### src/sv/srec_pkg.sv
// package with character codes, record kinds and decode helpers of the s-record parser
package srec_pkg;

   localparam int unsigned POS_WIDTH = 10;

   localparam logic [7:0] CHAR_S = 8'h53;
   localparam logic [7:0] CHAR_ONE = 8'h31;
   localparam logic [7:0] CHAR_TWO = 8'h32;
   localparam logic [7:0] CHAR_THREE = 8'h33;
   localparam logic [7:0] CHAR_LINE_END = 8'h0a;

   localparam logic [POS_WIDTH-1:0] POS_MAX = {POS_WIDTH{1'b1}};

   localparam logic RESULT_WRITE = 1'b0;
   localparam logic RESULT_ERROR = 1'b1;

   typedef enum logic [1:0] {
      REC_NONE = 2'd0,
      REC_S1 = 2'd1,
      REC_S2 = 2'd2,
      REC_S3 = 2'd3
   } record_kind_type;

   function automatic logic [3:0] hex_value(input logic [7:0] c);
      logic [3:0] v;
      v = 4'd0;
      if (c >= 8'h30 && c <= 8'h39) begin
         v = 4'(c - 8'h30);
      end else if (c >= 8'h41 && c <= 8'h46) begin
         v = 4'(c - 8'h37);
      end else if (c >= 8'h61 && c <= 8'h66) begin
         v = 4'(c - 8'h57);
      end
      return v;
   endfunction

   // first data character position: header of 4 plus two digits per address byte
   function automatic logic [POS_WIDTH-1:0] data_start(input record_kind_type kind);
      logic [POS_WIDTH-1:0] s;
      unique case (kind)
         REC_S1: s = POS_WIDTH'(8);
         REC_S2: s = POS_WIDTH'(10);
         REC_S3: s = POS_WIDTH'(12);
         default: s = POS_WIDTH'(0);
      endcase
      return s;
   endfunction

   // address bytes plus checksum
   function automatic logic [7:0] overhead(input record_kind_type kind);
      return 8'({6'd0, kind} + 8'd2);
   endfunction

endpackage

### src/sv/srec_record_parser_top.sv
// s-record parser: decodes one character per transaction into memory byte writes
// a result is registered and appears in the cycle after the character transaction that completes it
// throughput: one character per cycle; the single registered decode stage sets this,
//    stalled only while an unread result waits and rsp_ready is low
// reset (synchronous, active high) returns to line start, clears the halt flag and
//    drops any pending result
module srec_record_parser_top
   import srec_pkg::*;
(
   input  logic        clock,
   input  logic        reset,
   input  logic        req_valid,
   output logic        req_ready,
   input  logic [7:0]  req_character,
   output logic        rsp_valid,
   input  logic        rsp_ready,
   output logic        rsp_result_kind,
   output logic [31:0] rsp_address,
   output logic [7:0]  rsp_data_byte
);

   logic [POS_WIDTH-1:0] line_position_ff, line_position_in;
   record_kind_type      record_kind_ff, record_kind_in;
   logic [7:0]           byte_count_ff, byte_count_in;
   logic [31:0]          address_accum_ff, address_accum_in;
   logic [7:0]           data_remaining_ff, data_remaining_in;
   logic [3:0]           high_nibble_ff, high_nibble_in;
   logic                 halted_ff, halted_in;

   logic                 rsp_valid_ff, rsp_valid_in;
   logic                 rsp_result_kind_ff, rsp_result_kind_in;
   logic [31:0]          rsp_address_ff, rsp_address_in;
   logic [7:0]           rsp_data_byte_ff, rsp_data_byte_in;

   logic                 accept;
   logic                 produced;
   logic [3:0]           nib;
   logic [7:0]           new_count;
   logic [POS_WIDTH-1:0] first_data;

   assign req_ready = !rsp_valid_ff || rsp_ready;
   assign accept = req_valid && req_ready;
   assign nib = hex_value(req_character);
   assign new_count = {byte_count_ff[3:0], nib};
   assign first_data = data_start(record_kind_ff);

   always_comb begin
      line_position_in = line_position_ff;
      record_kind_in = record_kind_ff;
      byte_count_in = byte_count_ff;
      address_accum_in = address_accum_ff;
      data_remaining_in = data_remaining_ff;
      high_nibble_in = high_nibble_ff;
      halted_in = halted_ff;
      produced = 1'b0;
      rsp_result_kind_in = RESULT_WRITE;
      rsp_address_in = address_accum_ff;
      rsp_data_byte_in = {high_nibble_ff, nib};

      if (accept && !halted_ff) begin
         if (line_position_ff != POS_MAX) begin
            line_position_in = line_position_ff + POS_WIDTH'(1);
         end
         priority if (line_position_ff == POS_WIDTH'(0)) begin
            record_kind_in = REC_NONE;
            byte_count_in = 8'd0;
            address_accum_in = 32'd0;
            data_remaining_in = 8'd0;
            high_nibble_in = 4'd0;
            if (req_character != CHAR_S) begin
               // bad line start halts the parser until reset
               halted_in = 1'b1;
               line_position_in = POS_WIDTH'(0);
               produced = 1'b1;
               rsp_result_kind_in = RESULT_ERROR;
               rsp_address_in = 32'd0;
               rsp_data_byte_in = 8'd0;
            end
         end else if (req_character == CHAR_LINE_END) begin
            line_position_in = POS_WIDTH'(0);
            record_kind_in = REC_NONE;
            byte_count_in = 8'd0;
            address_accum_in = 32'd0;
            data_remaining_in = 8'd0;
            high_nibble_in = 4'd0;
         end else if (line_position_ff == POS_WIDTH'(1)) begin
            priority if (req_character == CHAR_ONE) begin
               record_kind_in = REC_S1;
            end else if (req_character == CHAR_TWO) begin
               record_kind_in = REC_S2;
            end else if (req_character == CHAR_THREE) begin
               record_kind_in = REC_S3;
            end else begin
               record_kind_in = REC_NONE;
            end
         end else if (line_position_ff == POS_WIDTH'(2)) begin
            byte_count_in = {4'd0, nib};
         end else if (line_position_ff == POS_WIDTH'(3)) begin
            byte_count_in = new_count;
            if (record_kind_ff != REC_NONE) begin
               data_remaining_in = (new_count > overhead(record_kind_ff)) ?
                  new_count - overhead(record_kind_ff) : 8'd0;
            end
         end else if (record_kind_ff != REC_NONE) begin
            if (line_position_ff < first_data) begin
               address_accum_in = {address_accum_ff[27:0], nib};
            end else if (data_remaining_ff != 8'd0) begin
               // data start is even, so the low position bit picks the digit
               if (!line_position_ff[0]) begin
                  high_nibble_in = nib;
               end else begin
                  produced = 1'b1;
                  address_accum_in = address_accum_ff + 32'd1;
                  data_remaining_in = data_remaining_ff - 8'd1;
               end
            end
         end else begin
            // ignored record type: only the position advances
         end
      end
   end

   always_comb begin
      if (accept) begin
         rsp_valid_in = produced;
      end else if (rsp_ready) begin
         rsp_valid_in = 1'b0;
      end else begin
         rsp_valid_in = rsp_valid_ff;
      end
   end

   always_ff @(posedge clock) begin
      if (reset) begin
         line_position_ff <= POS_WIDTH'(0);
         record_kind_ff <= REC_NONE;
         byte_count_ff <= 8'd0;
         address_accum_ff <= 32'd0;
         data_remaining_ff <= 8'd0;
         high_nibble_ff <= 4'd0;
         halted_ff <= 1'b0;
         rsp_valid_ff <= 1'b0;
      end else begin
         line_position_ff <= line_position_in;
         record_kind_ff <= record_kind_in;
         byte_count_ff <= byte_count_in;
         address_accum_ff <= address_accum_in;
         data_remaining_ff <= data_remaining_in;
         high_nibble_ff <= high_nibble_in;
         halted_ff <= halted_in;
         rsp_valid_ff <= rsp_valid_in;
      end
   end

   always_ff @(posedge clock) begin
      if (accept && produced) begin
         rsp_result_kind_ff <= rsp_result_kind_in;
         rsp_address_ff <= rsp_address_in;
         rsp_data_byte_ff <= rsp_data_byte_in;
      end
   end

   assign rsp_valid = rsp_valid_ff;
   assign rsp_result_kind = rsp_result_kind_ff;
   assign rsp_address = rsp_address_ff;
   assign rsp_data_byte = rsp_data_byte_ff;

endmodule

### config.mk
export PLATFORM = sky130hd
export DESIGN_NAME = srec_record_parser_top
export DESIGN_NICKNAME = d
export VERILOG_FILES = /design/src/sv/srec_pkg.sv /design/src/sv/srec_record_parser_top.sv
export SDC_FILE = /design/constraint.sdc
export NUM_CORES = 1
export LEC_CHECK = 0
export BUFFER_PORTS_ARGS = -buffer_cell sky130_fd_sc_hd__buf_2
export CAP_MARGIN = 20
export CORE_MARGIN = 2
export CORE_UTILIZATION = 30
export CTS_CLUSTER_SIZE = 24
export DETAILED_ROUTE_END_ITERATION = 6
export GPL_TIMING_DRIVEN = 0
export PLACE_DENSITY = 0.52
export SLEW_MARGIN = 20
export SYNTH_ARGS = -nofsm -noshare
export SYNTH_HDL_FRONTEND = slang
export SYNTH_SLANG_ARGS = --single-unit
### constraint.sdc
create_clock -name clock -period 11.5 [get_ports clock]
set_clock_uncertainty 0.05 [all_clocks]
set_input_delay 1.15 -clock clock [delete_from_list [all_inputs] [get_ports clock]]
set_output_delay 1.15 -clock clock [all_outputs]
set_load 0.01 [all_outputs]
Yosys cells after proc, flatten, opt, wreduce, memory -nomap -nowiden
Index checks and enable logic that the tools add are counted.

Register bits: 103. Bits in latches: 0. RAM bits: 0. Bits in read-only memories: 0. Input bits: 12. Memories kept: 0.

Add/subtract/negate cells: 8. $mul: 0. Divide/modulo/power cells: 0. Magnitude comparators: 8. Eq/ne operators: 18. Shifts and indexed selects: 0. Multiplexer cells: 67. Bitwise gates (word level): 0. Reduce and logical (&&, ||, !) cells: 28.

Operator list (count): two-way mux 32 bit (12); two-way mux 8 bit (14); two-way mux 4 bit (17); two-way mux 10 bit (4); adder 32 x 1 -> 32 bit (second input constant) (1); equality test 8 x 6 -> 1 bit (second input constant) (3); equality test 10 x 2 -> 1 bit (second input constant) (2); nonzero test 4 bit (5); greater-or-equal comparator 8 x 7 -> 1 bit (second input constant) (2); less-or-equal comparator 8 x 7 -> 1 bit (second input constant) (2); AND reduction 7 bit (2); two-way mux 1 bit (13); two-way mux 2 bit (6); != test 3 bit (second input constant) (4); one-hot mux 4 bit (3 select lines) (1); adder 10 x 1 -> 10 bit (second input constant) (1); equality test 10 x 1 -> 1 bit (second input constant) (1); logical NOT 10 bit (1); < comparator 10 bit (1); != test 10 bit (second input constant) (1); nonzero test 3 bit (3); equality test 8 x 4 -> 1 bit (second input constant) (1); greater-or-equal comparator 8 x 6 -> 1 bit (second input constant) (1); > comparator 8 x 3 -> 1 bit (1); other kinds (19) (30).

Depth between registers and ports, before layout
Depth after elaboration: 14. Depth in mapped cells: 14. Mapped depth without buffers: 14.

Worst setup path before layout
No wires, ideal clock.

Kind: input to register. Start: input port req_character[3]. End: register data_remaining_ff[3]. Setup time: 0.071 ns. Arrival time: 4.274 ns. Data required time: 11.379 ns. Setup slack: 7.106 ns. Stages on the path: 11. Path buffers: 0. Cells stage by stage: or4b_4 a311oi_4 a22oi_1 inv_1 ha_1 and3_1 o21ai_0 or4b_1 and3_1 or4_1 a21oi_1.

Cells in the longest elaborated chain, start to end: 13. Elaborated cells on any way between the ends: 32. Those cells by class: 4 x add/sub; 7 x order compare; 4 x eq/ne; 10 x mux; 7 x reduce/logical.

RTL lines: start, declared (RTL line srec_record_parser_top.sv:14) `input logic [7:0] req_character,`; greater-or-equal comparator 8 x 7 -> 1 bit / less-or-equal comparator 8 x 7 -> 1 bit (equally long branches) (RTL line srec_pkg.sv:31) `end else if (c >= 8'h61 && c <= 8'h66) begin`; logical AND 1 bit (RTL line srec_pkg.sv:31); two-way mux 4 bit (RTL line srec_pkg.sv:31); two-way mux 4 bit (RTL line srec_pkg.sv:29) `end else if (c >= 8'h41 && c <= 8'h46) begin`; two-way mux 4 bit (RTL line srec_pkg.sv:27) `if (c >= 8'h30 && c <= 8'h39) begin`; subtractor 8 x 3 -> 8 bit / > comparator 8 x 3 -> 1 bit (equally long branches) (RTL line srec_record_parser_top.sv:102, srec_record_parser_top.sv:101); two-way mux 8 bit (RTL line srec_record_parser_top.sv:101) `data_remaining_in = (new_count > overhead(record_kind_ff)) ?`; two-way mux 8 bit (RTL line srec_record_parser_top.sv:100) `if (record_kind_ff != REC_NONE) begin`; two-way mux 8 bit (RTL line srec_record_parser_top.sv:98) `end else if (line_position_ff == POS_WIDTH'(3)) begin`; two-way mux 8 bit (RTL line srec_record_parser_top.sv:96) `end else if (line_position_ff == POS_WIDTH'(2)) begin`; two-way mux 8 bit (RTL line srec_record_parser_top.sv:86) `end else if (line_position_ff == POS_WIDTH'(1)) begin`; two-way mux 8 bit (RTL line srec_record_parser_top.sv:79) `end else if (req_character == CHAR_LINE_END) begin`; two-way mux 8 bit (RTL line srec_record_parser_top.sv:64) `priority if (line_position_ff == POS_WIDTH'(0)) begin`; end signal, assigned (RTL line srec_record_parser_top.sv:148) `data_remaining_ff <= data_remaining_in;`; end, declared (RTL line srec_record_parser_top.sv:26) `logic [7:0] data_remaining_ff, data_remaining_in;`.

Several ways; a longest one is shown, not always the timed one. The select of a mux whose other input is x is not followed. A chain may end at the register's enable or synchronous reset.

Worst setup path after layout
Start: input port req_character[1]. End: register data_remaining_ff[3].

Same word-level chain as after synthesis.

==> reports/metrics.cfg <==
[yosys]
yosysWarnings = 0
ys_ff_latch = 103
syn_inst = 661
synth_area_per_cell_um2 = 9.00
syn-cell-area_um2 = 5950
yosysSeqAreaShare = 0.416
async_reset_ff_frac = 0
synth.distinct_cells = 86
synth_edf_count = 41
synth_nets = 690
synthFlopType = dfxtp_1

[clocking]
clock_sinks = 103
post_cts_resized = 0
worstSkewPairLatency_ns = 0.36
cts_setup_buffers = 0
cts-htree-levels = 3
cts_buffers = 9
hold_buffers = 0
cts-root-buf = clkbuf_16
clk_path_buf_depth = 2
cts.clk_slew.worst_paths_ns = 0.07
cts_tree = yes

[finish]
multi_input_area_um2 = 3240
layout.cells.non_filler = 996
n_antenna_cell = 0
fillers = 2067
layout-drive-gt1-share = 0.141
syn_to_final_growth_pct = 15.4
nNetsFinal = 755
finish.utilization = 0.353
regArea_um2 = 2470

[sta]
maxSlewViolCount = 0
rsz0062_at_grt = no
finalHoldViolCount = 0
relSlewSlack = 0.231
whs_ns = 0.432
worstMarginPinSlew_ns = 1.14
setup_slack_ns = 6.51
fin_crit_ns = 4.99
finalSetupViolations = 0
fin_tns_setup_ns = 0
fin_crit_sh = 0.434
fmax_mhz = 200

[placed_design]
gp_congestion = 0.912
hpwlAfterDp_mm = 13.3
place_ws_ns = 6.16
port_buffers = 52
numPlacedInstances = 980

[floorplan]
die_h_um = 145
die-area_um2 = 21000
initial_core_util = 0.306
dieWidth_um = 145
pin_count = 55
fp-row-count = 51
core_um2 = 19500

[global_route]
grt_pass1_wl_mm = 29.2
grt_max_degree = 34
grt-ovfl-total = 0
antenna_found_initial = 0
grt_usage = 0.180
grt_pass1_vias = 5258

[pwr]
p_sw_uw = 250
pwr-share-clk = 0.352
switching_share = 0.290
pwr_density_cell_nw_per_um2 = 126
cellInternalPower_uw = 614
seq_power_share = 0.472
p_leak_uw = 0.00244
comb_power_share = 0.176
ir_worst_vdd_v = 0.0000701

[critical_path]
end_kind = register
path_cells = buf_2 > inv_1 > ha_1 > nor3b_2 > nor4b_1 > nor3_1 > inv_1 > ha_1 > and3_1 > o21ai_0 > or4b_1 > and3_1 > or4_1 > a21oi_1
critPathLaunchType = input pin
worst-path-max-fanout = 6
required_ns = 11.73
critical_path_class = input pin to register
cp.arrival_ns = 5.23
cp_top_family = simple AND/OR/NAND/NOR gates
slowest_delay_ns = 0.87
cpMaxStageDelayCell = nor3_1
worst-path-buf-inv = 3

[drt]
vias = 5424
routed_wl_mm = 18.1
antenna_left = 0
avgRoutedWirePerCell_um = 18.2
drc_errors = 0
dr.pass1.iters = 5
dr.first_iter.drc_count = 503
vias_per_cell = 5.45

[min_path]
hold_path.class = register to register

[job]
maxCapViolCount = 0

[run_status]
status = completed

## cell families (layout without fill, tap and decap cells)
group / Yosys count / in the layout / share of synthesized area
adders and majority gates: 17 / 17 / 0.0370
and+or+nand+nor: 282 / 282 / 0.255
xor gates and xnor gates: 11 / 11 / 0.0162
buffers and inverters: 58 / 128 / 0.0410
AOI/OAI and AO/OA: 184 / 184 / 0.224
DFF: 103 / 103 / 0.416
muxes: 6 / 6 / 0.0105
## cells in the mapped netlist (all sizes together), types with 16 or more instances
library cell,instances,area (um2)
nand3,24,120
dfxtp,62,1240
nor2,60,233
nand2,57,214
a21oi,41,209
clkbuf,21,80.1
edfxtp,41,1230
ha,16,200
nor3,24,120
and2,36,225
o21ai,34,196
inv,22,82.6
## state kept, by name, summed over array words and instances (netlist names), 2 cells and up
signal             cells
address_accum_ff      32
rsp_address           32
line_position_ff      10
data_remaining_ff      8
rsp_data_byte          8
byte_count_ff          4
high_nibble_ff         4
record_kind_ff         2
## final timing paths
kind         cells past startpoint              endpoint  slack, ns                 from
max                             14  data_remaining_ff[3]       6.51     req_character[1]
min reg2reg                      2             halted_ff       0.43            halted_ff
max reg2reg                      7      rsp_data_byte[5]       8.26  line_position_ff[4]
min                              2             halted_ff       0.43            halted_ff
## power by group through the flow
stage                     logic (uW)  registers (uW)  clock network [uW]
after floorplan                 85.4             424                   0
after global placement           149             417                   0
after detailed placement         152             416                   0
after CTS                        153             408                 311
after global routing             169             410                 326
final                            152             407                 304
## worst register-to-register path: cells and delay by family, from the launching register on
family	cells	cell delay (ns)
and+or+nand+nor	4	1.68
buffers and inverters	3	0.82
DFF	1	0.37
## per-layer routing
layer | vias to the layer above | routed length, um | track usage
met3 | 21 | 878 | 0.0326
li1 | 2652 | - | -
met4 | 0 | 296 | 0.0491
met2 | 155 | 8480 | 0.293
met5 | - | 0 | 0
met1 | 2596 | 8450 | 0.246
## cell usage in the layout (no fill, tap or decap), drive strengths merged, types with 5 or more instances in the layout
cell type and n:
o32ai 7, a31oi 9, and3 15, nor2 60
o31ai 6, edfxtp 41, a32o 9, nand4 12
o211ai 8, a21oi 41, and2 36, o21ai 34
clkbuf 36, inv 23, nand2 57, nor4 13
xnor2 6, nand3 24, or4 8, buf 68
o41ai 5, nor2b 5, ha 16, nor3 24
xor2 5, a211oi 11, a21o 7, or3 6
dfxtp 62
## layout make-up
type	instances	share of cell area
inverter	23	0.0126
timing repair buffer	54	0.0419
multi-input combinational	500	0.472
buffer	35	0.0230
clock buffer	15	0.0407
sequential	103	0.360
tap	265	0.0483
clock inverter	1	0.00128
## through the flow
stage / cell area (um2) / total power, uW
after global routing: 6860 / 904
after CTS: 6860 / 872
after global placement: 6540 / 566
after detailed placement: 6580 / 568
after floorplan: 5950 / 510
final: 6860 / 864
(Power assumes the default switching activity.)
